[config.mk]
export PLATFORM = sky130hd
export DESIGN_NAME = local_step_shuffle_generator_top
export DESIGN_NICKNAME = d
export VERILOG_FILES = /design/src/rtl/lssg_pkg.sv /design/src/rtl/lssg_alu.sv /design/src/rtl/lssg_cfg.sv /design/src/rtl/local_step_shuffle_generator_top.sv
export SDC_FILE = /design/constraint.sdc
export NUM_CORES = 1
export LEC_CHECK = 0
export ABC_AREA = 1
export BUFFER_PORTS_ARGS = -buffer_cell sky130_fd_sc_hd__buf_2
export CORE_ASPECT_RATIO = 0.6
export CORE_MARGIN = 2
export CORE_UTILIZATION = 45
export CTS_BUF_LIST = sky130_fd_sc_hd__clkbuf_4 sky130_fd_sc_hd__clkbuf_8
export DETAILED_ROUTE_END_ITERATION = 12
export GPL_TIMING_DRIVEN = 0
export PLACE_DENSITY = 0.63
export SYNTH_ARGS = -nofsm -noshare
export SYNTH_HDL_FRONTEND = slang
export SYNTH_SLANG_ARGS = --single-unit
[constraint.sdc]
create_clock -name clk -period 10.9 [get_ports clk]
set_clock_uncertainty 0.2 [all_clocks]
set_input_delay 1.635 -clock clk [delete_from_list [all_inputs] [get_ports clk]]
set_output_delay 1.635 -clock clk [all_outputs]
set_load 0.1 [all_outputs]
[src/rtl/lssg_pkg.sv]
// ----------------------------------------------------------------------------
// lssg_pkg
// Types and constants shared by the local-step shuffle generator modules.
// ----------------------------------------------------------------------------
package lssg_pkg;

    localparam int WORD_W      = 8;
    localparam int NUM_CHUNKS  = 8;
    localparam int CHUNK_IDX_W = 3;

    // Command codes on the input channel.
    localparam logic CMD_RESTART = 1'b0;
    localparam logic CMD_DRAW    = 1'b1;

    // Phase codes carried with every result word.
    localparam logic [1:0] PHASE_INITIAL  = 2'd0;
    localparam logic [1:0] PHASE_EXCLUDED = 2'd1;
    localparam logic [1:0] PHASE_ALL      = 2'd2;

    // Configuration register indexes (byte address is 8 times the index).
    localparam logic [1:0] REG_ITEM_COUNT    = 2'd0;
    localparam logic [1:0] REG_MAX_STEP      = 2'd1;
    localparam logic [1:0] REG_EXCLUDED_MASK = 2'd2;
    localparam logic [1:0] REG_START_VALUE   = 2'd3;

    localparam logic [6:0] ITEM_COUNT_RESET  = 7'd64;
    localparam logic [6:0] START_VALUE_RESET = 7'h7F;

    typedef logic signed [WORD_W-1:0] word_t;

    typedef enum logic [2:0] {
        ST_IDLE,
        ST_DECODE,
        ST_REFILL,
        ST_POP,
        ST_POP_END,
        ST_MOD,
        ST_WALK
    } state_t;

    typedef enum logic {
        ALU_ADD,
        ALU_SUB
    } alu_op_t;

    typedef struct packed {
        alu_op_t op;
        word_t   a;
        word_t   b;
    } alu_req_t;

    typedef struct packed {
        word_t sum;
        logic  zero;
    } alu_rsp_t;

    typedef struct packed {
        logic [6:0]  item_count;
        logic [5:0]  max_step;
        logic [63:0] excluded_mask;
        logic [6:0]  start_value;
    } cfg_t;

endpackage

[src/rtl/lssg_alu.sv]
// ----------------------------------------------------------------------------
// lssg_alu
// Shared signed adder/subtractor used by every step of the sequencer.
// ----------------------------------------------------------------------------
module lssg_alu
    import lssg_pkg::*;
(
    input  alu_req_t req,
    output alu_rsp_t rsp
);

    word_t sum;

    always_comb
    begin
        unique case (req.op)
            ALU_ADD: sum = req.a + req.b;
            ALU_SUB: sum = req.a - req.b;
            default: sum = req.a;
        endcase
    end

    assign rsp.sum  = sum;
    assign rsp.zero = (sum == '0);

endmodule

[src/rtl/lssg_cfg.sv]
// ----------------------------------------------------------------------------
// lssg_cfg
// APB register bank: item count, step limit, exclusion mask, start value.
// ----------------------------------------------------------------------------
module lssg_cfg
    import lssg_pkg::*;
(
    input  logic        clk,
    input  logic        rst_n,
    input  logic        psel,
    input  logic        penable,
    input  logic        pwrite,
    input  logic [4:0]  paddr,
    input  logic [63:0] pwdata,
    output logic [63:0] prdata,
    output logic        pready,
    output cfg_t        cfg
);

    logic [6:0]  item_count_reg;
    logic [5:0]  max_step_reg;
    logic [63:0] excluded_mask_reg;
    logic [6:0]  start_value_reg;
    logic        wr_en;
    logic [1:0]  reg_idx;

    assign pready  = 1'b1;
    assign wr_en   = psel & penable & pwrite;
    assign reg_idx = paddr[4:3];

    always_ff @(posedge clk or negedge rst_n)
    begin
        if (!rst_n)
        begin
            item_count_reg    <= ITEM_COUNT_RESET;
            max_step_reg      <= '0;
            excluded_mask_reg <= '0;
            start_value_reg   <= START_VALUE_RESET;
        end
        else if (wr_en)
        begin
            unique case (reg_idx)
                REG_ITEM_COUNT:    item_count_reg    <= pwdata[6:0];
                REG_MAX_STEP:      max_step_reg      <= pwdata[5:0];
                REG_EXCLUDED_MASK: excluded_mask_reg <= pwdata;
                REG_START_VALUE:   start_value_reg   <= pwdata[6:0];
                default:           item_count_reg    <= item_count_reg;
            endcase
        end
    end

    always_comb
    begin
        unique case (reg_idx)
            REG_ITEM_COUNT:    prdata = 64'(item_count_reg);
            REG_MAX_STEP:      prdata = 64'(max_step_reg);
            REG_EXCLUDED_MASK: prdata = excluded_mask_reg;
            REG_START_VALUE:   prdata = 64'(start_value_reg);
            default:           prdata = '0;
        endcase
    end

    assign cfg.item_count    = item_count_reg;
    assign cfg.max_step      = max_step_reg;
    assign cfg.excluded_mask = excluded_mask_reg;
    assign cfg.start_value   = start_value_reg;

endmodule

[src/rtl/local_step_shuffle_generator_top.sv]
// Restart: after acceptance the sequencer runs decode, eight popcount chunks and finish, then is ready again.
// Draw: decode, refill check, wrap, walk; the wrap repeats for each correction of
// +/- item count and the walk steps past each placed position it meets; a refill
// into the excluded phase first runs the popcount chunks and finish. A rejected draw gives no word.
// The sequencer's sums run through one shared 8-bit adder, one operation per cycle.
// Reset: placed map cleared, current value 0, phase 2, registers at their reset values.
// ----------------------------------------------------------------------------
// local_step_shuffle_generator_top
// Emits a shuffled sequence over 0..n-1 where each value is a bounded random
// step away from the previous one, using an iterative sequencer.
// ----------------------------------------------------------------------------
module local_step_shuffle_generator_top
    import lssg_pkg::*;
#(
    parameter int MAX_COUNT = 64
)
(
    input  logic        clk,
    input  logic        rst_n,
    input  logic        psel,
    input  logic        penable,
    input  logic        pwrite,
    input  logic [4:0]  paddr,
    input  logic [63:0] pwdata,
    output logic [63:0] prdata,
    output logic        pready,
    input  logic        in_valid,
    output logic        in_ready,
    input  logic        command,
    input  logic [6:0]  random_value,
    output logic        out_valid,
    input  logic        out_ready,
    output logic [5:0]  value,
    output logic [1:0]  phase
);

    localparam int IW   = $clog2(MAX_COUNT);
    localparam int CW   = $clog2(MAX_COUNT + 1);
    localparam int CHW  = (MAX_COUNT + NUM_CHUNKS - 1) / NUM_CHUNKS;
    localparam int PADW = CHW * NUM_CHUNKS;
    localparam int PCW  = $clog2(CHW + 1);
    localparam logic [6:0] MAX_COUNT_7 = 7'(MAX_COUNT);

    cfg_t     cfg;
    alu_req_t alu_req;
    alu_rsp_t alu_rsp;

    state_t                 state_reg, state_next;
    logic                   cmd_reg, cmd_next;
    logic [6:0]             rv_reg, rv_next;
    word_t                  step_reg, step_next;
    word_t                  acc_reg, acc_next;
    logic [IW-1:0]          cur_reg, cur_next;
    logic [MAX_COUNT-1:0]   placed_reg, placed_next;
    logic [CW-1:0]          left_reg, left_next;
    logic [1:0]             phase_reg, phase_next;
    logic [CW-1:0]          pop_reg, pop_next;
    logic [CHUNK_IDX_W-1:0] chunk_reg, chunk_next;
    logic                   restart_mode_reg, restart_mode_next;
    logic                   out_valid_reg, out_valid_next;
    logic [5:0]             out_value_reg, out_value_next;
    logic [1:0]             out_phase_reg, out_phase_next;

    logic [CW-1:0]        n_eff;
    logic [CW-1:0]        nm1;
    logic [6:0]           d_eff;
    logic [MAX_COUNT-1:0] cm;
    logic [MAX_COUNT-1:0] excl_n;
    logic [PADW-1:0]      excl_pad;
    logic [CHW-1:0]       chunk;
    logic [PCW-1:0]       chunk_cnt;
    logic [6:0]           restart_sel;
    logic [IW-1:0]        restart_cur;
    logic [IW-1:0]        acc_idx;
    logic                 draw_too_big;
    logic                 step_small;
    logic                 refill_ok;
    logic                 acc_in_range;
    logic                 walk_hit;
    logic                 out_free;

    lssg_cfg u_cfg (
        .clk     (clk),
        .rst_n   (rst_n),
        .psel    (psel),
        .penable (penable),
        .pwrite  (pwrite),
        .paddr   (paddr),
        .pwdata  (pwdata),
        .prdata  (prdata),
        .pready  (pready),
        .cfg     (cfg)
    );

    lssg_alu u_alu (
        .req (alu_req),
        .rsp (alu_rsp)
    );

    // Effective count, step limit and the mask of live positions.
    always_comb
    begin
        priority if (cfg.item_count == '0)
            n_eff = CW'(1);
        else if (cfg.item_count > MAX_COUNT_7)
            n_eff = CW'(MAX_COUNT);
        else
            n_eff = CW'(cfg.item_count);
    end

    assign nm1   = n_eff - CW'(1);
    assign d_eff = (cfg.max_step == '0) ? 7'(n_eff >> 1) : {1'b0, cfg.max_step};

    always_comb
    begin
        for (int i = 0; i < MAX_COUNT; i++)
        begin
            cm[i] = (CW'(i) < n_eff);
        end
    end

    assign excl_n   = cfg.excluded_mask[MAX_COUNT-1:0] & cm;
    assign excl_pad = PADW'(excl_n);
    assign chunk    = excl_pad[chunk_reg * CHW +: CHW];

    always_comb
    begin
        chunk_cnt = '0;
        for (int i = 0; i < CHW; i++)
        begin
            chunk_cnt = chunk_cnt + PCW'(chunk[i]);
        end
    end

    assign restart_sel  = cfg.start_value[6] ? rv_reg : {1'b0, cfg.start_value[5:0]};
    assign restart_cur  = (restart_sel >= 7'(n_eff)) ? IW'(nm1) : IW'(restart_sel);
    assign draw_too_big = ({1'b0, rv_reg} > {d_eff, 1'b0});
    assign step_small   = alu_rsp.zero || (alu_rsp.sum == 8'sd1) || (alu_rsp.sum == -8'sd1);
    assign refill_ok    = (left_reg != '0) && ((~placed_reg & cm) != '0);
    assign acc_in_range = !acc_reg[WORD_W-1] && (acc_reg < $signed(8'(n_eff)));
    assign acc_idx      = acc_reg[IW-1:0];
    assign walk_hit     = !placed_reg[acc_idx];
    assign out_free     = !out_valid_reg || out_ready;

    // Next-state logic.
    always_comb
    begin
        state_next = state_reg;
        unique case (state_reg)
            ST_IDLE:
            begin
                if (in_valid)
                    state_next = ST_DECODE;
            end
            ST_DECODE:
            begin
                if (cmd_reg == CMD_RESTART)
                    state_next = ST_POP;
                else if (draw_too_big || step_small)
                    state_next = ST_IDLE;
                else
                    state_next = ST_REFILL;
            end
            ST_REFILL:
            begin
                if (!refill_ok && (phase_reg == PHASE_INITIAL))
                    state_next = ST_POP;
                else
                    state_next = ST_MOD;
            end
            ST_POP:
            begin
                if (chunk_reg == CHUNK_IDX_W'(NUM_CHUNKS - 1))
                    state_next = ST_POP_END;
            end
            ST_POP_END:
            begin
                state_next = restart_mode_reg ? ST_IDLE : ST_REFILL;
            end
            ST_MOD:
            begin
                if (acc_in_range)
                    state_next = ST_WALK;
            end
            ST_WALK:
            begin
                if (walk_hit && out_free)
                    state_next = ST_IDLE;
            end
            default: state_next = ST_IDLE;
        endcase
    end

    // Datapath and shared-unit control.
    always_comb
    begin
        cmd_next          = cmd_reg;
        rv_next           = rv_reg;
        step_next         = step_reg;
        acc_next          = acc_reg;
        cur_next          = cur_reg;
        placed_next       = placed_reg;
        left_next         = left_reg;
        phase_next        = phase_reg;
        pop_next          = pop_reg;
        chunk_next        = chunk_reg;
        restart_mode_next = restart_mode_reg;
        out_valid_next    = out_valid_reg && !out_ready;
        out_value_next    = out_value_reg;
        out_phase_next    = out_phase_reg;
        alu_req.op        = ALU_ADD;
        alu_req.a         = acc_reg;
        alu_req.b         = '0;

        unique case (state_reg)
            ST_IDLE:
            begin
                if (in_valid)
                begin
                    cmd_next = command;
                    rv_next  = random_value;
                end
            end
            ST_DECODE:
            begin
                alu_req.op = ALU_SUB;
                alu_req.a  = $signed({1'b0, rv_reg});
                alu_req.b  = $signed({1'b0, d_eff});
                if (cmd_reg == CMD_RESTART)
                begin
                    cur_next          = restart_cur;
                    pop_next          = '0;
                    chunk_next        = '0;
                    restart_mode_next = 1'b1;
                end
                else
                begin
                    step_next = alu_rsp.sum;
                end
            end
            ST_REFILL:
            begin
                alu_req.op = ALU_ADD;
                alu_req.a  = $signed(8'(cur_reg));
                alu_req.b  = step_reg;
                if (refill_ok)
                begin
                    acc_next = alu_rsp.sum;
                end
                else if (phase_reg == PHASE_INITIAL)
                begin
                    pop_next          = '0;
                    chunk_next        = '0;
                    restart_mode_next = 1'b0;
                end
                else
                begin
                    phase_next  = PHASE_ALL;
                    placed_next = '0;
                    left_next   = n_eff;
                    acc_next    = alu_rsp.sum;
                end
            end
            ST_POP:
            begin
                alu_req.op = ALU_ADD;
                alu_req.a  = $signed(8'(pop_reg));
                alu_req.b  = $signed(8'(chunk_cnt));
                pop_next   = alu_rsp.sum[CW-1:0];
                chunk_next = chunk_reg + CHUNK_IDX_W'(1);
            end
            ST_POP_END:
            begin
                alu_req.op = ALU_SUB;
                alu_req.a  = $signed(8'(n_eff));
                alu_req.b  = $signed(8'(pop_reg));
                if (restart_mode_reg)
                begin
                    placed_next = excl_n;
                    left_next   = alu_rsp.sum[CW-1:0];
                    phase_next  = PHASE_INITIAL;
                end
                else
                begin
                    placed_next = ~excl_n & cm;
                    left_next   = pop_reg;
                    phase_next  = PHASE_EXCLUDED;
                end
            end
            ST_MOD:
            begin
                // Fold the moved position back into 0..n-1 one count at a time.
                alu_req.op = acc_reg[WORD_W-1] ? ALU_ADD : ALU_SUB;
                alu_req.a  = acc_reg;
                alu_req.b  = $signed(8'(n_eff));
                if (!acc_in_range)
                    acc_next = alu_rsp.sum;
            end
            ST_WALK:
            begin
                alu_req.op = step_reg[WORD_W-1] ? ALU_SUB : ALU_ADD;
                alu_req.a  = acc_reg;
                alu_req.b  = 8'sd1;
                if (walk_hit)
                begin
                    if (out_free)
                    begin
                        out_valid_next = 1'b1;
                        out_value_next = 6'(acc_idx);
                        out_phase_next = phase_reg;
                        placed_next    = placed_reg | (MAX_COUNT'(1) << acc_idx);
                        cur_next       = acc_idx;
                        if (left_reg != '0)
                            left_next = left_reg - CW'(1);
                    end
                end
                else if (step_reg[WORD_W-1] && (acc_idx == '0))
                begin
                    acc_next = $signed(8'(nm1));
                end
                else if (!step_reg[WORD_W-1] && (acc_idx == IW'(nm1)))
                begin
                    acc_next = '0;
                end
                else
                begin
                    acc_next = alu_rsp.sum;
                end
            end
            default:
            begin
                acc_next = acc_reg;
            end
        endcase
    end

    always_ff @(posedge clk or negedge rst_n)
    begin
        if (!rst_n)
        begin
            state_reg        <= ST_IDLE;
            cur_reg          <= '0;
            placed_reg       <= '0;
            left_reg         <= '0;
            phase_reg        <= PHASE_ALL;
            restart_mode_reg <= 1'b0;
            out_valid_reg    <= 1'b0;
        end
        else
        begin
            state_reg        <= state_next;
            cur_reg          <= cur_next;
            placed_reg       <= placed_next;
            left_reg         <= left_next;
            phase_reg        <= phase_next;
            restart_mode_reg <= restart_mode_next;
            out_valid_reg    <= out_valid_next;
        end
    end

    always_ff @(posedge clk)
    begin
        cmd_reg       <= cmd_next;
        rv_reg        <= rv_next;
        step_reg      <= step_next;
        acc_reg       <= acc_next;
        pop_reg       <= pop_next;
        chunk_reg     <= chunk_next;
        out_value_reg <= out_value_next;
        out_phase_reg <= out_phase_next;
    end

    assign in_ready  = (state_reg == ST_IDLE);
    assign out_valid = out_valid_reg;
    assign value     = out_value_reg;
    assign phase     = out_phase_reg;

`ifndef ASSERT_OFF
    // The walk only ever looks at live positions.
    assert property (@(posedge clk) disable iff (!rst_n)
        (state_reg == ST_WALK) |-> acc_in_range)
        else $error("walk position outside 0..n-1");

    // The refill step must leave at least one unplaced value before the walk.
    assert property (@(posedge clk) disable iff (!rst_n)
        (state_reg == ST_WALK) |-> ((~placed_reg & cm) != '0))
        else $error("walk started with every value placed");

    // A new word appears only as the walk finishes.
    assert property (@(posedge clk) disable iff (!rst_n)
        $rose(out_valid_reg) |-> ($past(state_reg) == ST_WALK))
        else $error("result word raised outside the walk");

    // The emitted value is marked placed right after it is loaded.
    assert property (@(posedge clk) disable iff (!rst_n)
        ((state_reg == ST_WALK) && walk_hit && out_free) |=> placed_reg[cur_reg])
        else $error("emitted value not marked placed");
`endif

endmodule
==> flow_summary.ini <==
[outcome]
status = completed

[timing]
worst_pin_slew_ns = 1.025
tns_ns = 0
max_freq_ghz = 0.1090
hold_viol_final = 0
maxSlewHeadroom_pct = 31.05
drv_slew = 0
fin_crit_sh_pct = 84.20
rsz0062_at_grt = false
whs_ns = 0.2917
setup_viol = 0
fin_ws_ns = 1.722
finalCriticalPeriod_ns = 9.178

[layout]
finalNonFillerCells = 2771
syn_to_final_growth_pct = 14.56
layout-drive-gt1-share_pct = 13.44
nets = 2419
fill_cells = 3222
antenna_cells = 0
final_common_cell = nand2_1
final_cell_mix = nand2_1, inv_1, o21ai_0

[die]
die-width_um = 239.5
rows = 51
ios = 159
dieArea_sq_um = 34800
die_h_um = 145.3
initial_utilization_pct = 45.93
core-area_sq_um = 32610

[global_routing]
grt_pass1_wl_um = 111000
antenna_found_initial = 1
gr-total-overflow = 0
grt_usage_pct = 44.39
grt_pass1_vias = 15930
grt_max_degree = 122

[cts]
ctsRootBufferMaster = clkbuf_8
post_cts_buffers = 0
clk_latency_ns = 0.61
cts_resized = 0
cts_tree = built
cts_sinks = 210
clk_pin_slew_ns = 0.07
cts_hold_buf = 0
h-tree-depth = 2
cts_made_buffers = 36
cts_buffer_depth = 3

[critical_path]
path_class = reg -> reg
r2r_end = left_reg[6]
critical_path_required_ns = 11.18
cp_common_cell = nand2_1
worstReg2RegStart = u_cfg.item_count_reg[5]
cp-startpoint = u_cfg.item_count_reg[5]
crit_arrival_ns = 9.46
cpPeakStageDelay_ns = 0.58
critical_path.startpoint_type = register
crit_buf_inv = 5
r2r_slack_ns = 1.72
worst-path-max-fanout = 10
r2r_cells = 39
cp.depth = 39
endpoint_kind = register
cp_slowest_cell = xor2_1
endpoint = left_reg[6]
critical_path.top_delay_family = adder cells

[synth]
yosysTopAreaCellShare_pct = 26.57
yosys.area.top_type = dfrtp_1
yosys_most_used_dff = dfrtp_1
synth_edf_count = 42
synth_area_leaders = dfrtp_1, nand2_1, edfxtp_1, o21ai_0, inv_1
yosysSeqAreaShare_pct = 36.57
ys_types = 58
synth-async-reset-ratio_pct = 80.00
synth-seq-cells = 210
netlist_instances = 2101
syn_nets = 2226
syn_area_per_cell_sq_um = 7.128
ys_warn_count = 0
synth.cell_area_sq_um = 14980

[place]
dp.cells = 2706
routabilityCongestion = 1.070
portBuffers = 154
dp.final_hpwl_um = 63010
post-place-ws_ns = 2.080

[pwr]
p_sw_share_pct = 57.95
net-switching-power_uw = 3750
seqPwrFrac_pct = 21.7
comb_power_share_pct = 65.4
p_leak_uw = 0.007792
p_int_uw = 2721
total_power_uw = 6471
clkPwrFrac_pct = 12.9
power.density_nw_per_um2 = 377.1
peakVddDrop_mv = 0.4213

[route]
wl_per_cell_um = 28.34
drtIter0Drc = 3246
drt_wl_total_um = 78520
route.detailed.drc = 0
vias = 17560
first_pass_iters = 7
viasPerCell = 6.336
final_antenna_net_count = 0

[worst_hold_path]
min_path_cells = 2
hold_class = reg -> reg

[job]
maxCapViolations = 0
-- power by group through the flow --
stage	combinational, uW	sequential, uW	clock (uW)
global placement	3940	1390	0
detailed placement	3960	1390	0
floorplan	2590	1320	0
CTS	3980	1380	826
global route	4440	1420	865
finish	4230	1410	835
-- worst reg2reg max path: cells and delay by family, from the launching register on --
kind	cells	cell delay, ns
buf+inv	5	0.64
simple gates	13	1.84
xor+xnor	3	0.96
flops	1	0.45
fa+ha+maj	7	2.72
compound gates	11	2.27
-- metal layers --
| layer | up-vias | wire (um) | track usage, % |
|---|---|---|---|
| met5 | - | 282 | 5.372 |
| met4 | 6 | 2110 | 10.19 |
| met3 | 172 | 16310 | 26.94 |
| met2 | 1574 | 26660 | 51.19 |
| met1 | 8279 | 33150 | 66.54 |
| li1 | 7525 | - | - |
-- through the flow --
stage | cell area (sq um) | util, %
finish | 17160 | 52.62
detailed placement | 16350 | 50.15
floorplan | 14980 | -
global placement | 16310 | 50.02
global route | 17160 | 52.62
CTS | 17150 | 52.61
-- how the worst min path moves through the flow --
stage | to | start
after floorplan | phase[0] | phase_reg[0]
after global placement | placed_reg[7] | placed_reg[7]
after detailed placement | phase[0] | phase_reg[0]
after CTS | placed_reg[7] | placed_reg[7]
after global routing | cur_reg[1] | cur_reg[1]
final | cur_reg[1] | cur_reg[1]
-- area by class of cell --
type	count	area (sq um)	area share (%)
clock inverter	10	106.4	0.6198
timing repair buffer	155	808.3	4.711
clock buffer	55	694.4	4.047
inverter	278	1044	6.082
buffer	122	553.0	3.223
multi-input combinational	1491	7913	46.12
sequential	210	5477	31.92
tap	450	563.0	3.282
-- Yosys cell counts, types with 12 or more instances --
cell	count
nand2_1	471
inv_1	257
o21ai_0	212
nor2_1	160
dfrtp_1	159
nand3_1	153
a21oi_1	80
clkbuf_1	74
o21ai_1	56
nand4_1	44
edfxtp_1	42
ha_1	36
xnor2_1	33
o221ai_1	29
buf_2	22
nor3_1	21
o22ai_1	21
a31oi_1	17
a32oi_1	17
buf_1	14
o211ai_1	14
inv_2	13
o2111ai_1	13
a32o_1	12
o311ai_0	12
-- cells by family after synthesis --
logic type	synth area share [%]
compound gates	21.34
xor+xnor	2.515
fa+ha+maj	3.676
buf+inv	10.66
flops	36.57
mux	0.06684
other cells	0.02504
simple gates	25.15
No activity file was read; power rests on OpenSTA's default activity.
